$ cat src/rtl/lml_pkg.sv
// ----------------------------------------------------------------------------
// lml_pkg
// Shared types, constants and character-class functions for the longest-match
// lexer: word layouts, token classes, scanner modes and the keyword table.
// ----------------------------------------------------------------------------
package lml_pkg;

    localparam int POSITION_WIDTH = 16;
    localparam int LEN_W          = (POSITION_WIDTH < 16) ? POSITION_WIDTH : 16;
    localparam int KW_COUNT       = 9;

    typedef enum logic [2:0] {
        CLS_OP      = 3'd0,
        CLS_DELIM   = 3'd1,
        CLS_KEYWORD = 3'd2,
        CLS_IDENT   = 3'd3,
        CLS_NUMBER  = 3'd4,
        CLS_UNKNOWN = 3'd5
    } cls_t;

    typedef enum logic [4:0] {
        MODE_IDLE  = 5'b00001,
        MODE_IDENT = 5'b00010,
        MODE_INT   = 5'b00100,
        MODE_DOT   = 5'b01000,
        MODE_FRAC  = 5'b10000
    } mode_t;

    typedef struct packed {
        logic [7:0] text_byte;
        logic       last_byte;
    } in_word_t;

    typedef struct packed {
        cls_t        token_class;
        logic [15:0] token_start;
        logic [15:0] token_length;
        logic [7:0]  single_byte;
        logic        last_of_run;
    } res_word_t;

    // Results of one scan step: up to three tokens, in order
    typedef struct packed {
        logic [1:0]      count;
        res_word_t [2:0] tok;
    } step_t;

    // Keywords, left-aligned: first character in bits [63:56]
    localparam logic [63:0] KW_TEXT [KW_COUNT] = '{
        {"int",      40'd0},
        {"float",    24'd0},
        {"if",       48'd0},
        {"else",     32'd0},
        {"while",    24'd0},
        {"for",      40'd0},
        {"break",    24'd0},
        {"continue"       },
        {"return",   16'd0}
    };
    localparam logic [3:0] KW_LEN [KW_COUNT] = '{
        4'd3, 4'd5, 4'd2, 4'd4, 4'd5, 4'd3, 4'd5, 4'd8, 4'd6
    };

    function automatic logic is_letter(logic [7:0] b);
        return (b >= "A" && b <= "Z") || (b >= "a" && b <= "z");
    endfunction

    function automatic logic is_digit(logic [7:0] b);
        return b >= "0" && b <= "9";
    endfunction

    function automatic logic is_space(logic [7:0] b);
        return b == 8'h20 || b == 8'h09 || b == 8'h0A || b == 8'h0D
            || b == 8'h0C || b == 8'h0B;
    endfunction

    function automatic logic is_op(logic [7:0] b);
        return b == "+" || b == "-" || b == "*" || b == "/" || b == "="
            || b == "<" || b == ">" || b == "!" || b == "&" || b == "|"
            || b == "%";
    endfunction

    function automatic logic is_delim(logic [7:0] b);
        return b == "(" || b == ")" || b == "{" || b == "}" || b == "["
            || b == "]" || b == "," || b == ";" || b == ":";
    endfunction

    // Drop every keyword no longer than len or whose character at offset len differs from b
    function automatic logic [KW_COUNT-1:0] kw_next(logic [KW_COUNT-1:0] alive,
                                                  logic [LEN_W-1:0] len,
                                                  logic [7:0] b);
        logic [KW_COUNT-1:0] r;
        logic [2:0]          idx;
        r   = '0;
        idx = len[2:0];
        for (int k = 0; k < KW_COUNT; k++) begin
            r[k] = alive[k] && (len < LEN_W'(KW_LEN[k]))
                && (KW_TEXT[k][63 - 8 * idx -: 8] == b);
        end
        return r;
    endfunction

    function automatic logic kw_hit(logic [KW_COUNT-1:0] alive, logic [LEN_W-1:0] len);
        logic hit;
        hit = 1'b0;
        for (int k = 0; k < KW_COUNT; k++) begin
            if (alive[k] && len == LEN_W'(KW_LEN[k])) begin
                hit = 1'b1;
            end
        end
        return hit;
    endfunction

    // Saturating add of a small increment
    function automatic logic [LEN_W-1:0] sat_add(logic [LEN_W-1:0] a, logic [1:0] inc);
        logic [LEN_W:0] s;
        s = {1'b0, a} + (LEN_W + 1)'(inc);
        return s[LEN_W] ? '1 : s[LEN_W-1:0];
    endfunction

    function automatic res_word_t make_token(cls_t c, logic [15:0] start,
                                             logic [15:0] len, logic [7:0] b);
        res_word_t t;
        t.token_class  = c;
        t.token_start  = start;
        t.token_length = len;
        t.single_byte  = (len == 16'd1) ? b : 8'd0;
        t.last_of_run  = 1'b0;
        return t;
    endfunction

endpackage

$ cat src/rtl/lml_scan.sv
// ----------------------------------------------------------------------------
// lml_scan
// Input register and scanner state. Each step classifies one text byte,
// advances the scanner and produces up to three tokens.
// ----------------------------------------------------------------------------
module lml_scan
    import lml_pkg::*;
(
    input  logic     aclk,
    input  logic     aresetn,
    input  logic     s_valid,
    output logic     s_ready,
    input  in_word_t s_payload,
    input  logic     q_ready,
    output logic     step_valid,
    output step_t    step
);

    logic                      in_valid_reg;
    in_word_t                  in_word_reg;

    mode_t                     mode_reg,  mode_next;
    logic [POSITION_WIDTH-1:0] pos_reg,   pos_next;
    logic [POSITION_WIDTH-1:0] start_reg, start_next;
    logic [LEN_W-1:0]          len_reg,   len_next;
    logic [KW_COUNT-1:0]       alive_reg, alive_next;
    logic [7:0]                pbyte_reg, pbyte_next;

    logic                      fire;
    logic                      fresh;
    logic [7:0]                b;
    logic [1:0]                n;
    res_word_t [2:0]           tok;

    assign fire       = in_valid_reg && q_ready;
    assign s_ready    = !in_valid_reg || q_ready;
    assign step_valid = fire;
    assign step.count = n;
    assign step.tok   = tok;
    assign b          = in_word_reg.text_byte;

    always_ff @(posedge aclk) begin
        if (!aresetn) begin
            in_valid_reg <= 1'b0;
        end else if (s_valid && s_ready) begin
            in_valid_reg <= 1'b1;
        end else if (fire) begin
            in_valid_reg <= 1'b0;
        end
    end

    always_ff @(posedge aclk) begin
        if (s_valid && s_ready) begin
            in_word_reg <= s_payload;
        end
    end

    always_ff @(posedge aclk) begin
        if (!aresetn) begin
            mode_reg  <= MODE_IDLE;
            pos_reg   <= '0;
            start_reg <= '0;
            len_reg   <= '0;
            alive_reg <= '1;
            pbyte_reg <= '0;
        end else if (fire) begin
            mode_reg  <= mode_next;
            pos_reg   <= pos_next;
            start_reg <= start_next;
            len_reg   <= len_next;
            alive_reg <= alive_next;
            pbyte_reg <= pbyte_next;
        end
    end

    always_comb begin
        mode_next  = mode_reg;
        start_next = start_reg;
        len_next   = len_reg;
        alive_next = alive_reg;
        pbyte_next = pbyte_reg;
        n          = 2'd0;
        tok        = '0;
        fresh      = 1'b0;

        // Extend or close the pending token
        unique case (mode_reg)
            MODE_IDENT: begin
                if (is_letter(b) || is_digit(b) || b == "_") begin
                    alive_next = kw_next(alive_reg, len_reg, b);
                    len_next   = sat_add(len_reg, 2'd1);
                end else begin
                    tok[n] = make_token(kw_hit(alive_reg, len_reg) ? CLS_KEYWORD : CLS_IDENT,
                                        16'(start_reg), 16'(len_reg), pbyte_reg);
                    n      = n + 2'd1;
                    fresh  = 1'b1;
                end
            end
            MODE_INT: begin
                if (is_digit(b)) begin
                    len_next = sat_add(len_reg, 2'd1);
                end else if (b == ".") begin
                    mode_next = MODE_DOT;
                end else begin
                    tok[n] = make_token(CLS_NUMBER, 16'(start_reg), 16'(len_reg), pbyte_reg);
                    n      = n + 2'd1;
                    fresh  = 1'b1;
                end
            end
            MODE_DOT: begin
                if (is_digit(b)) begin
                    len_next  = sat_add(len_reg, 2'd2);
                    mode_next = MODE_FRAC;
                end else begin
                    // Give the held-back dot back as its own token
                    tok[n] = make_token(CLS_NUMBER, 16'(start_reg), 16'(len_reg), pbyte_reg);
                    n      = n + 2'd1;
                    tok[n] = make_token(CLS_UNKNOWN, 16'(pos_reg - POSITION_WIDTH'(1)),
                                        16'd1, ".");
                    n      = n + 2'd1;
                    fresh  = 1'b1;
                end
            end
            MODE_FRAC: begin
                if (is_digit(b)) begin
                    len_next = sat_add(len_reg, 2'd1);
                end else begin
                    tok[n] = make_token(CLS_NUMBER, 16'(start_reg), 16'(len_reg), pbyte_reg);
                    n      = n + 2'd1;
                    fresh  = 1'b1;
                end
            end
            default: begin
                fresh = 1'b1;
            end
        endcase

        // Scan the byte afresh
        if (fresh) begin
            mode_next  = MODE_IDLE;
            len_next   = '0;
            alive_next = '1;
            if (is_space(b)) begin
                mode_next = MODE_IDLE;
            end else if (is_op(b)) begin
                tok[n] = make_token(CLS_OP, 16'(pos_reg), 16'd1, b);
                n      = n + 2'd1;
            end else if (is_delim(b)) begin
                tok[n] = make_token(CLS_DELIM, 16'(pos_reg), 16'd1, b);
                n      = n + 2'd1;
            end else if (is_letter(b) || b == "_") begin
                mode_next  = MODE_IDENT;
                start_next = pos_reg;
                pbyte_next = b;
                alive_next = kw_next('1, '0, b);
                len_next   = LEN_W'(1);
            end else if (is_digit(b)) begin
                mode_next  = MODE_INT;
                start_next = pos_reg;
                pbyte_next = b;
                len_next   = LEN_W'(1);
            end else begin
                tok[n] = make_token(CLS_UNKNOWN, 16'(pos_reg), 16'd1, b);
                n      = n + 2'd1;
            end
        end

        // Flush on the final byte and restart offsets; drop a fourth token
        if (in_word_reg.last_byte) begin
            unique case (mode_next)
                MODE_IDENT: begin
                    if (n != 2'd3) begin
                        tok[n] = make_token(kw_hit(alive_next, len_next) ? CLS_KEYWORD
                                                                         : CLS_IDENT,
                                            16'(start_next), 16'(len_next), pbyte_next);
                        n      = n + 2'd1;
                    end
                end
                MODE_INT, MODE_FRAC: begin
                    if (n != 2'd3) begin
                        tok[n] = make_token(CLS_NUMBER, 16'(start_next), 16'(len_next),
                                            pbyte_next);
                        n      = n + 2'd1;
                    end
                end
                MODE_DOT: begin
                    tok[n] = make_token(CLS_NUMBER, 16'(start_next), 16'(len_next), pbyte_next);
                    n      = n + 2'd1;
                    tok[n] = make_token(CLS_UNKNOWN, 16'(pos_reg), 16'd1, ".");
                    n      = n + 2'd1;
                end
                default: begin
                    n = n;
                end
            endcase
            mode_next  = MODE_IDLE;
            len_next   = '0;
            alive_next = '1;
            pos_next   = '0;
        end else begin
            pos_next   = pos_reg + POSITION_WIDTH'(1);
        end

        for (int i = 0; i < 3; i++) begin
            tok[i].last_of_run = (n != 2'd0) && (2'(i) == n - 2'd1);
        end
    end

endmodule

$ cat src/rtl/lml_outq.sv
// ----------------------------------------------------------------------------
// lml_outq
// Result buffer for the tokens of one step. Loads a whole step when it will
// be empty by the end of the cycle and hands out one word per cycle while m_ready is high.
// ----------------------------------------------------------------------------
module lml_outq
    import lml_pkg::*;
(
    input  logic      aclk,
    input  logic      aresetn,
    input  logic      step_valid,
    input  step_t     step,
    output logic      q_ready,
    output logic      m_valid,
    input  logic      m_ready,
    output res_word_t m_payload
);

    res_word_t [2:0] ent_reg;
    logic [1:0]      count_reg;
    logic            pop;

    assign m_valid   = count_reg != 2'd0;
    assign m_payload = ent_reg[0];
    assign pop       = m_valid && m_ready;
    assign q_ready   = (count_reg == 2'd0) || (count_reg == 2'd1 && m_ready);

    always_ff @(posedge aclk) begin
        if (!aresetn) begin
            count_reg <= 2'd0;
        end else if (step_valid) begin
            count_reg <= step.count;
        end else if (pop) begin
            count_reg <= count_reg - 2'd1;
        end
    end

    always_ff @(posedge aclk) begin
        if (step_valid) begin
            ent_reg <= step.tok;
        end else if (pop) begin
            // advance the remaining tokens towards the head
            ent_reg[0] <= ent_reg[1];
            ent_reg[1] <= ent_reg[2];
        end
    end

endmodule

$ cat src/rtl/longest_match_lexer_core.sv
// ----------------------------------------------------------------------------
// longest_match_lexer_core
// Streaming longest-match tokenizer: one text byte per word in, one token per
// word out (operator, delimiter, keyword, identifier, number, unknown).
//
//   channel  dir  word        handshake
//   s_       in   in_word_t   s_valid / s_ready
//   m_       out  res_word_t  m_valid / m_ready
//
// A byte passes through an input register and one combinational scan step
// into a three-entry result buffer. A byte giving at most one token sustains
// one byte per cycle while m_ready is high; a byte giving more tokens stalls
// the input until the buffer is down to its last token and m_ready is high.
// Reset (aresetn low at a clock edge) clears the scanner and empties the buffer.
// A stalled m_ready backs up into s_ready through the buffer and input register.
// ----------------------------------------------------------------------------
module longest_match_lexer_core
    import lml_pkg::*;
(
    input  logic      aclk,
    input  logic      aresetn,
    input  logic      s_valid,
    output logic      s_ready,
    input  in_word_t  s_payload,
    output logic      m_valid,
    input  logic      m_ready,
    output res_word_t m_payload
);

    logic  q_ready;
    logic  step_valid;
    step_t step;

    lml_scan u_scan (
        .aclk       (aclk),
        .aresetn    (aresetn),
        .s_valid    (s_valid),
        .s_ready    (s_ready),
        .s_payload  (s_payload),
        .q_ready    (q_ready),
        .step_valid (step_valid),
        .step       (step)
    );

    lml_outq u_outq (
        .aclk       (aclk),
        .aresetn    (aresetn),
        .step_valid (step_valid),
        .step       (step),
        .q_ready    (q_ready),
        .m_valid    (m_valid),
        .m_ready    (m_ready),
        .m_payload  (m_payload)
    );

    // Tokens of one byte leave without a gap
    a_run_contiguous: assert property (@(posedge aclk) disable iff (!aresetn)
        m_valid && m_ready && !m_payload.last_of_run |=> m_valid)
        else $error("token run broken before its last word");

    a_single_byte_zero: assert property (@(posedge aclk) disable iff (!aresetn)
        m_valid && m_payload.token_length != 16'd1 |-> m_payload.single_byte == 8'd0)
        else $error("single_byte set on a multi-byte token");

    a_keyword_length: assert property (@(posedge aclk) disable iff (!aresetn)
        m_valid && m_payload.token_class == CLS_KEYWORD
            |-> m_payload.token_length >= 16'd2 && m_payload.token_length <= 16'd8)
        else $error("keyword with impossible length");

    a_step_into_empty: assert property (@(posedge aclk) disable iff (!aresetn)
        step_valid |-> !m_valid || (m_ready && m_payload.last_of_run))
        else $error("step loaded over undelivered tokens");

endmodule
$ cat config.mk
export PLATFORM = sky130hd
export DESIGN_NAME = longest_match_lexer_core
export DESIGN_NICKNAME = d
export VERILOG_FILES = /design/src/rtl/lml_pkg.sv /design/src/rtl/lml_scan.sv /design/src/rtl/lml_outq.sv /design/src/rtl/longest_match_lexer_core.sv
export SDC_FILE = /design/constraint.sdc
export NUM_CORES = 1
export LEC_CHECK = 0
export BUFFER_PORTS_ARGS = -buffer_cell sky130_fd_sc_hd__buf_2
export CORE_ASPECT_RATIO = 1.1
export CORE_MARGIN = 5
export CORE_UTILIZATION = 65
export CTS_BUF_LIST = sky130_fd_sc_hd__clkbuf_2 sky130_fd_sc_hd__clkbuf_4 sky130_fd_sc_hd__clkbuf_8
export CTS_CLUSTER_DIAMETER = 120
export DETAILED_ROUTE_END_ITERATION = 12
export PLACE_DENSITY = 0.83
export SYNTH_ARGS = -nofsm -noshare
export SYNTH_HDL_FRONTEND = slang
export SYNTH_HIERARCHICAL = 1
export SYNTH_SLANG_ARGS = --single-unit
$ cat constraint.sdc
create_clock -name aclk -period 6 [get_ports aclk]
set_input_delay 0.6 -clock aclk [delete_from_list [all_inputs] [get_ports aclk]]
set_output_delay 0.6 -clock aclk [all_outputs]
set_load 0.02 [all_outputs]
==> results of run 1 <==
cell type report:
class | count | area (um^2) | area share (%)
well taps | 290 | 363 | 2.47
flip-flops and latches | 214 | 5700 | 38.7
clock inverters | 9 | 103 | 0.697
multi-input cells | 1057 | 7280 | 49.5
repair buffers | 78 | 440 | 2.99
inverters | 26 | 110 | 0.748
clock buffers | 59 | 724 | 4.92
placed cells by master, fill, tap and decap left out, drive strengths merged, types with 9 or more instances in the layout:
cell type and instances:
inv 26, a22oi 9, nor2 102, and3 19
or3 14, clkbuf 59, a31oi 14, o21ai 87
dfxtp 73, conb 30, nor2b 34, nor3 42
a21boi 35, o211ai 13, ha 18, xnor2 18
a21o 10, edfxtp 141, nand2 161, nand3 41
buf 78, nand4 19, and2 17, xor2 22
nor4 17, a21oi 71, mux2 88, a22o 37
o31ai 11
kinds of logic after synthesis:
| logic type | Yosys count |
|---|---|
| XOR/XNOR | 40 |
| other | 1 |
| AND/OR/NAND/NOR | 510 |
| flip-flops | 214 |
| adder cells (fa/ha/maj) | 18 |
| buffers and inverters | 218 |
| multiplexers | 96 |
| AO/OA/AOI/OAI | 363 |
power groups by stage:
| stage | registers, mW | clock network [mW] | logic, mW |
|---|---|---|---|
| after floorplan | 1.93 | 0 | 0.831 |
| after global placement | 1.96 | 0 | 0.883 |
| after detailed placement | 1.97 | 0 | 0.900 |
| after CTS | 1.95 | 1.49 | 0.904 |
| after global routing | 1.96 | 1.56 | 0.964 |
| final | 1.95 | 1.46 | 0.906 |
metal layers:
| layer | wire length [um] | global-route usage (%) | up-vias |
|---|---|---|---|
| li1 | - | - | 5180 |
| met1 | 16600 | 44.6 | 5529 |
| met5 | 0 | 0 | - |
| met4 | 1160 | 10.4 | 0 |
| met3 | 3360 | 4.75 | 97 |
| met2 | 18300 | 50.7 | 645 |
worst max path at each step:
stage                   startpoint                   end  slack, ps  cells past startpoint
5_1_grt                u_scan/b[6]  u_outq/m_payload[26]        970                     12
6_report               u_scan/b[1]  u_outq/m_payload[26]       1090                     12
2_1_floorplan  u_outq/count_reg[0]    u_outq/ent_reg[44]       1470                     10
4_1_cts                u_scan/b[6]  u_outq/m_payload[26]       1270                     12
3_5_place_dp           u_scan/b[6]  u_outq/m_payload[40]       1260                     12
3_3_place_gp           u_scan/b[6]  u_outq/m_payload[32]       1410                     12
metrics by stage:
| stage | instance area, um^2 | utilization (%) | instances |
|---|---|---|---|
| final | 14700 | 68.8 | 1733 |
| after global routing | 14700 | 68.8 | 1733 |
| after floorplan | 14300 | - | 1489 |
| after CTS | 14700 | 68.8 | 1733 |
| after global placement | 13900 | 65.0 | 1665 |
| after detailed placement | 13900 | 65.0 | 1665 |
==> results.yml, run 1 <==
min_path:
  min_from: "s_payload[6]"
  hold_path_end: "u_scan/b[5]"
  hold_path_class: "in2reg"
  whs_path_depth: 1
sta:
  setup_violations: 0
  worst_hold_slack_ps: 245
  rsz0062_at_grt: "false"
  slew_viol_final: 0
  fmax_mhz: 204
  hold_viol_final: 0
  worst_slew_pin_slew_ps: 1200
  min_period_over_period_pct: 81.8
  fin_skew_ps: 28.0
  slew_headroom_pct: 20.0
  layout_setup_ws_ps: 1090
  setup_tns_ps: 0
  min_period_ps: 4910
logic_synthesis:
  synthDominantCellAreaShare_pct: 29.9
  postSynth.asyncResetShare_pct: 0
  yosys_warnings: 6
  ys_seq_elements: 214
  yosysMostFrequentCell: "nand2_1"
  synthMuxAreaShare_pct: 9.89
  synthFlopType: "edfxtp_1"
  synth_area_leaders: "edfxtp_1 30%, dfxtp_1 10%, mux2_4 9.3%"
  synth_compound_area_share_pct: 17.8
  synth-xor-area-share_pct: 2.47
  yosys-top-cells-count: "158 x nand2_1, 141 x edfxtp_1, 98 x nor2_1"
  synth_top_family_by_area: "simple AND/OR/NAND/NOR gates"
  yosysSeqAreaShare_pct: 40.2
  avgSynthCellArea_um2: 9.71
  synthSimpleGateAreaFrac_pct: 18.6
  synth_enable_flop_cells: 141
  netlist-cell-type-count: 102
  synth_fa_ha_area_share_pct: 1.59
  syn-instance-count: 1460
  synth.largest_area_cell: "edfxtp_1"
  syn_area_um2: 14200
drt:
  drc: 0
  final_antenna_net_count: 0
  first_pass_iters: 7
  vias_per_cell: 6.61
  initialDrtViolationCount: 1482
  wire_per_inst_um: 22.8
  wl_um: 39500
  vias: 11451
clock_network:
  tritoncts: "yes"
  cts_htree_levels: 2
  clk_latency_ps: 540
  numCtsBuffers: 37
  cts_resized: 0
  clk_pin_slew_ps: 60
  ctsHoldBuffers: 0
  root_buffer: "clkbuf_8"
  clockBufferDepth: 3
  cts_sinks: 214
  cts_setup_buffers: 0
place:
  hpwl_um: 26600
  port_buffers: 58
  pre_cts_slack_ps: 1260
  gp_congestion: 0.983
setup_path:
  rrSetupSlack_ps: 1090
  crit_required_ps: 6400
  crit_arrival_ps: 5310
  cpMaxStageDelayCell: "a21o_1"
  cp_top_family: "compound AO/OA/AOI/OAI gates"
  r2r_cells: 12
  critical_path.max_fanout: 22
  worstReg2RegEnd: "u_outq/m_payload[26]"
  worstReg2RegStart: "u_scan/b[1]"
  path_class: "reg2reg"
  path_cells: "o21ai_2 -> nand2_2 -> nand2_4 -> clkinv_4 -> a211o_4 -> or3_1 -> a31oi_4 -> nand2_1 -> nor2_4 -> a21o_1 -> a22o_1 -> mux2_4"
  cp-start-kind: "register"
  worst-path-buf-inv: 1
  max_stage_delay_ps: 850
  end_kind: "register"
cells_and_area:
  fillers: 1629
  nets: 1445
  drive_above_1_share_pct: 18.4
  largest_register_ffs: 88
  syn_to_final_growth_pct: 3.78
  antenna_cells: 0
floorplanning:
  io_pins: 59
  start_util_pct: 66.3
  die_w_um: 151
  die_y_um: 165
  core_um2: 21400
  dieArea_um2: 24900
  rows: 56
power_and_ir_drop:
  internal-power_mw: 3.07
  pwr_density_cell_nw_per_um2: 293
  p_comb_share_pct: 21.0
  p_leak_nw: 5.46
  p_seq_share_pct: 45.1
  ir_worst_vdd_v: 0.000373
  pwr-share-clk_pct: 33.9
  p_total_mw: 4.32
  netSwitchingPower_mw: 1.25
  p_sw_share_pct: 28.9
run:
  drv_cap: 0
grt:
  overflow: 0
  grt_max_degree: 104
  grt_pass1_wl_um: 61800
  grt_pass1_vias: 10990
  antenna_found_initial: 1
  grt_usage_pct: 31.8
outcome:
  outcome: "completed"
(Power assumes the default switching activity.)
==> inputs of run 2 (changes only) <==
CORE_UTILIZATION = 59   (was 65)
PLACE_DENSITY = 0.8   (was 0.83)
clock period = 3.9 ns   (was 6 ns; I/O delays follow)
==> results.yml, run 2 (synthesized netlist as in run 1, its figures left out) <==
outcome:
  outcome: "completed"
drt:
  met2_length_um: 19300
  drc: 0
  final_antenna_net_count: 0
  wl_met3_um: 3210
  vias: 11733
  wl_met1_um: 17400
  wl_um: 41400
  vias_per_cell: 6.35
  top_layer_used: "met4"
  first_pass_iters: 5
  initialDrtViolationCount: 1059
  wire_per_inst_um: 22.4
clock_network:
  ctsHoldBuffers: 0
  clk_latency_ps: 550
  numCtsBuffers: 37
  clockBufferDepth: 3
  tritoncts: "yes"
  cts_sinks: 214
  clk_pin_slew_ps: 60
  root_buffer: "clkbuf_8"
  cts_htree_levels: 2
min_path:
  whs_path_depth: 1
  hold_path_class: "in2reg"
  min_from: "s_payload[0]"
  hold_path_end: "u_scan/in_word_reg[0]"
setup_path:
  end_kind: "register"
  cpMaxStageDelayCell: "a2111oi_0"
  r2r_cells: 14
  max_stage_delay_ps: 590
  critical_path.max_fanout: 12
  crit_arrival_ps: 4160
  path_class: "reg2reg"
  cp-start-kind: "register"
  path_cells: "buf_4 -> and4bb_4 -> nand2_2 -> nand2_4 -> clkinv_4 -> a211o_4 -> or3_1 -> buf_4 -> mux2i_1 -> a21oi_1 -> a2111oi_0 -> a211o_1 -> o31ai_1 -> mux2_4"
  cp_top_family: "compound AO/OA/AOI/OAI gates"
  crit_required_ps: 4190
  crit_top_cell: "buf_4"
  rrSetupSlack_ps: 30
  worstReg2RegEnd: "u_outq/m_payload[41]"
  worst-path-buf-inv: 3
  worstReg2RegStart: "u_scan/b[7]"
sta:
  slew_viol_final: 0
  hold_viol_final: 0
  fmax_mhz: 258
  worst_slew_pin_slew_ps: 846
  fin_skew_ps: 29.5
  min_period_ps: 3870
  rsz0062_at_grt: "false"
  setup_violations: 0
  slew_headroom_pct: 43.4
  min_period_over_period_pct: 99.3
cells_and_area:
  multi_input_area_um2: 7290
  largest_register_ffs: 88
  fin_util_pct: 65.4
  nets: 1543
  final_cell_mix: "158 x nand2_1, 141 x edfxtp_1, 115 x buf_4, 97 x nor2_1, 88 x mux2_4"
  drive_above_1_share_pct: 23.9
  fillers: 1925
  seqCellArea_um2: 5700
  syn_to_final_growth_pct: 9.35
  fin_cells: 1847
  final_common_cell: "nand2_1"
power_and_ir_drop:
  p_total_mw: 6.69
  p_leak_nw: 5.96
  ir_worst_vdd_v: 0.000423
  pwr_density_cell_nw_per_um2: 432
place:
  hpwl_um: 28800
  gp_congestion: 0.946
  placed_cells: 1763
  port_buffers: 58
floorplanning:
  start_util_pct: 59.8
  io_pins: 59
  dieArea_um2: 27200
  core_um2: 23700
  die_y_um: 173
  rows: 59
  die_w_um: 158
grt:
  grt_pass1_wl_um: 64200
  grt_pass1_vias: 11263
  grt_max_degree: 75
  grt_usage_pct: 29.6
  antenna_found_initial: 0
  overflow: 0
run:
  drv_cap: 0
run 2: worst max path at each step:
stage          cells past startpoint                 from              endpoint
2_1_floorplan                     10  u_outq/count_reg[0]    u_outq/ent_reg[44]
3_3_place_gp                      12          u_scan/b[7]   u_outq/m_payload[4]
3_5_place_dp                      12          u_scan/b[7]   u_outq/m_payload[5]
4_1_cts                           13          u_scan/b[7]  u_outq/m_payload[41]
5_1_grt                           14          u_scan/b[7]  u_outq/m_payload[41]
6_report                          14          u_scan/b[7]  u_outq/m_payload[41]
run 2: area by class of cell:
type	count	area share (%)
clock inverter	13	0.791
sequential	214	36.7
clock buffer	55	4.44
timing repair buffer	176	7.83
tap	305	2.46
antenna	1	0.0161
inverter	26	0.710
multi-input combinational	1057	47.0
run 2: where the power goes:
part           internal (mW)  switching (mW)  total, mW
Clock                   1.28           0.941       2.22
Combinational          0.617           0.876       1.49
Sequential              2.84           0.139       2.98
run 2: through the flow:
stage	setup slack [ps]	area (um^2)	hold WS [ps]	TNS, ps
finish	29.1	15500	22.6	0
global placement	-18.4	14600	450	-109
detailed placement	-34.0	14600	461	-111
global route	1.67	15500	5.72	0
floorplan	138	14300	443	0
CTS	24.1	15400	5.62	0
run 2: worst register-to-register path: cells and delay by family, from the launching register on:
| kind | cells | cell delay [ps] |
|---|---|---|
| AOI/OAI and AO/OA | 5 | 1220 |
| DFF | 1 | 460 |
| muxes | 2 | 480 |
| buffers and inverters | 3 | 500 |
| and+or+nand+nor | 4 | 970 |
run 2: layer usage:
| layer | vias to the layer above | global-route usage, % |
|---|---|---|
| li1 | 5354 | - |
| met1 | 5690 | 41.9 |
| met2 | 565 | 46.7 |
| met3 | 124 | 4.18 |
| met4 | 0 | 10.1 |
| met5 | - | 0 |
run 2: what timing repair did:
action                                  in CTS  in global routing
buffers inserted                             0                 15
endpoints found under the setup margin       9                 40
gates resized for setup                      1                  2
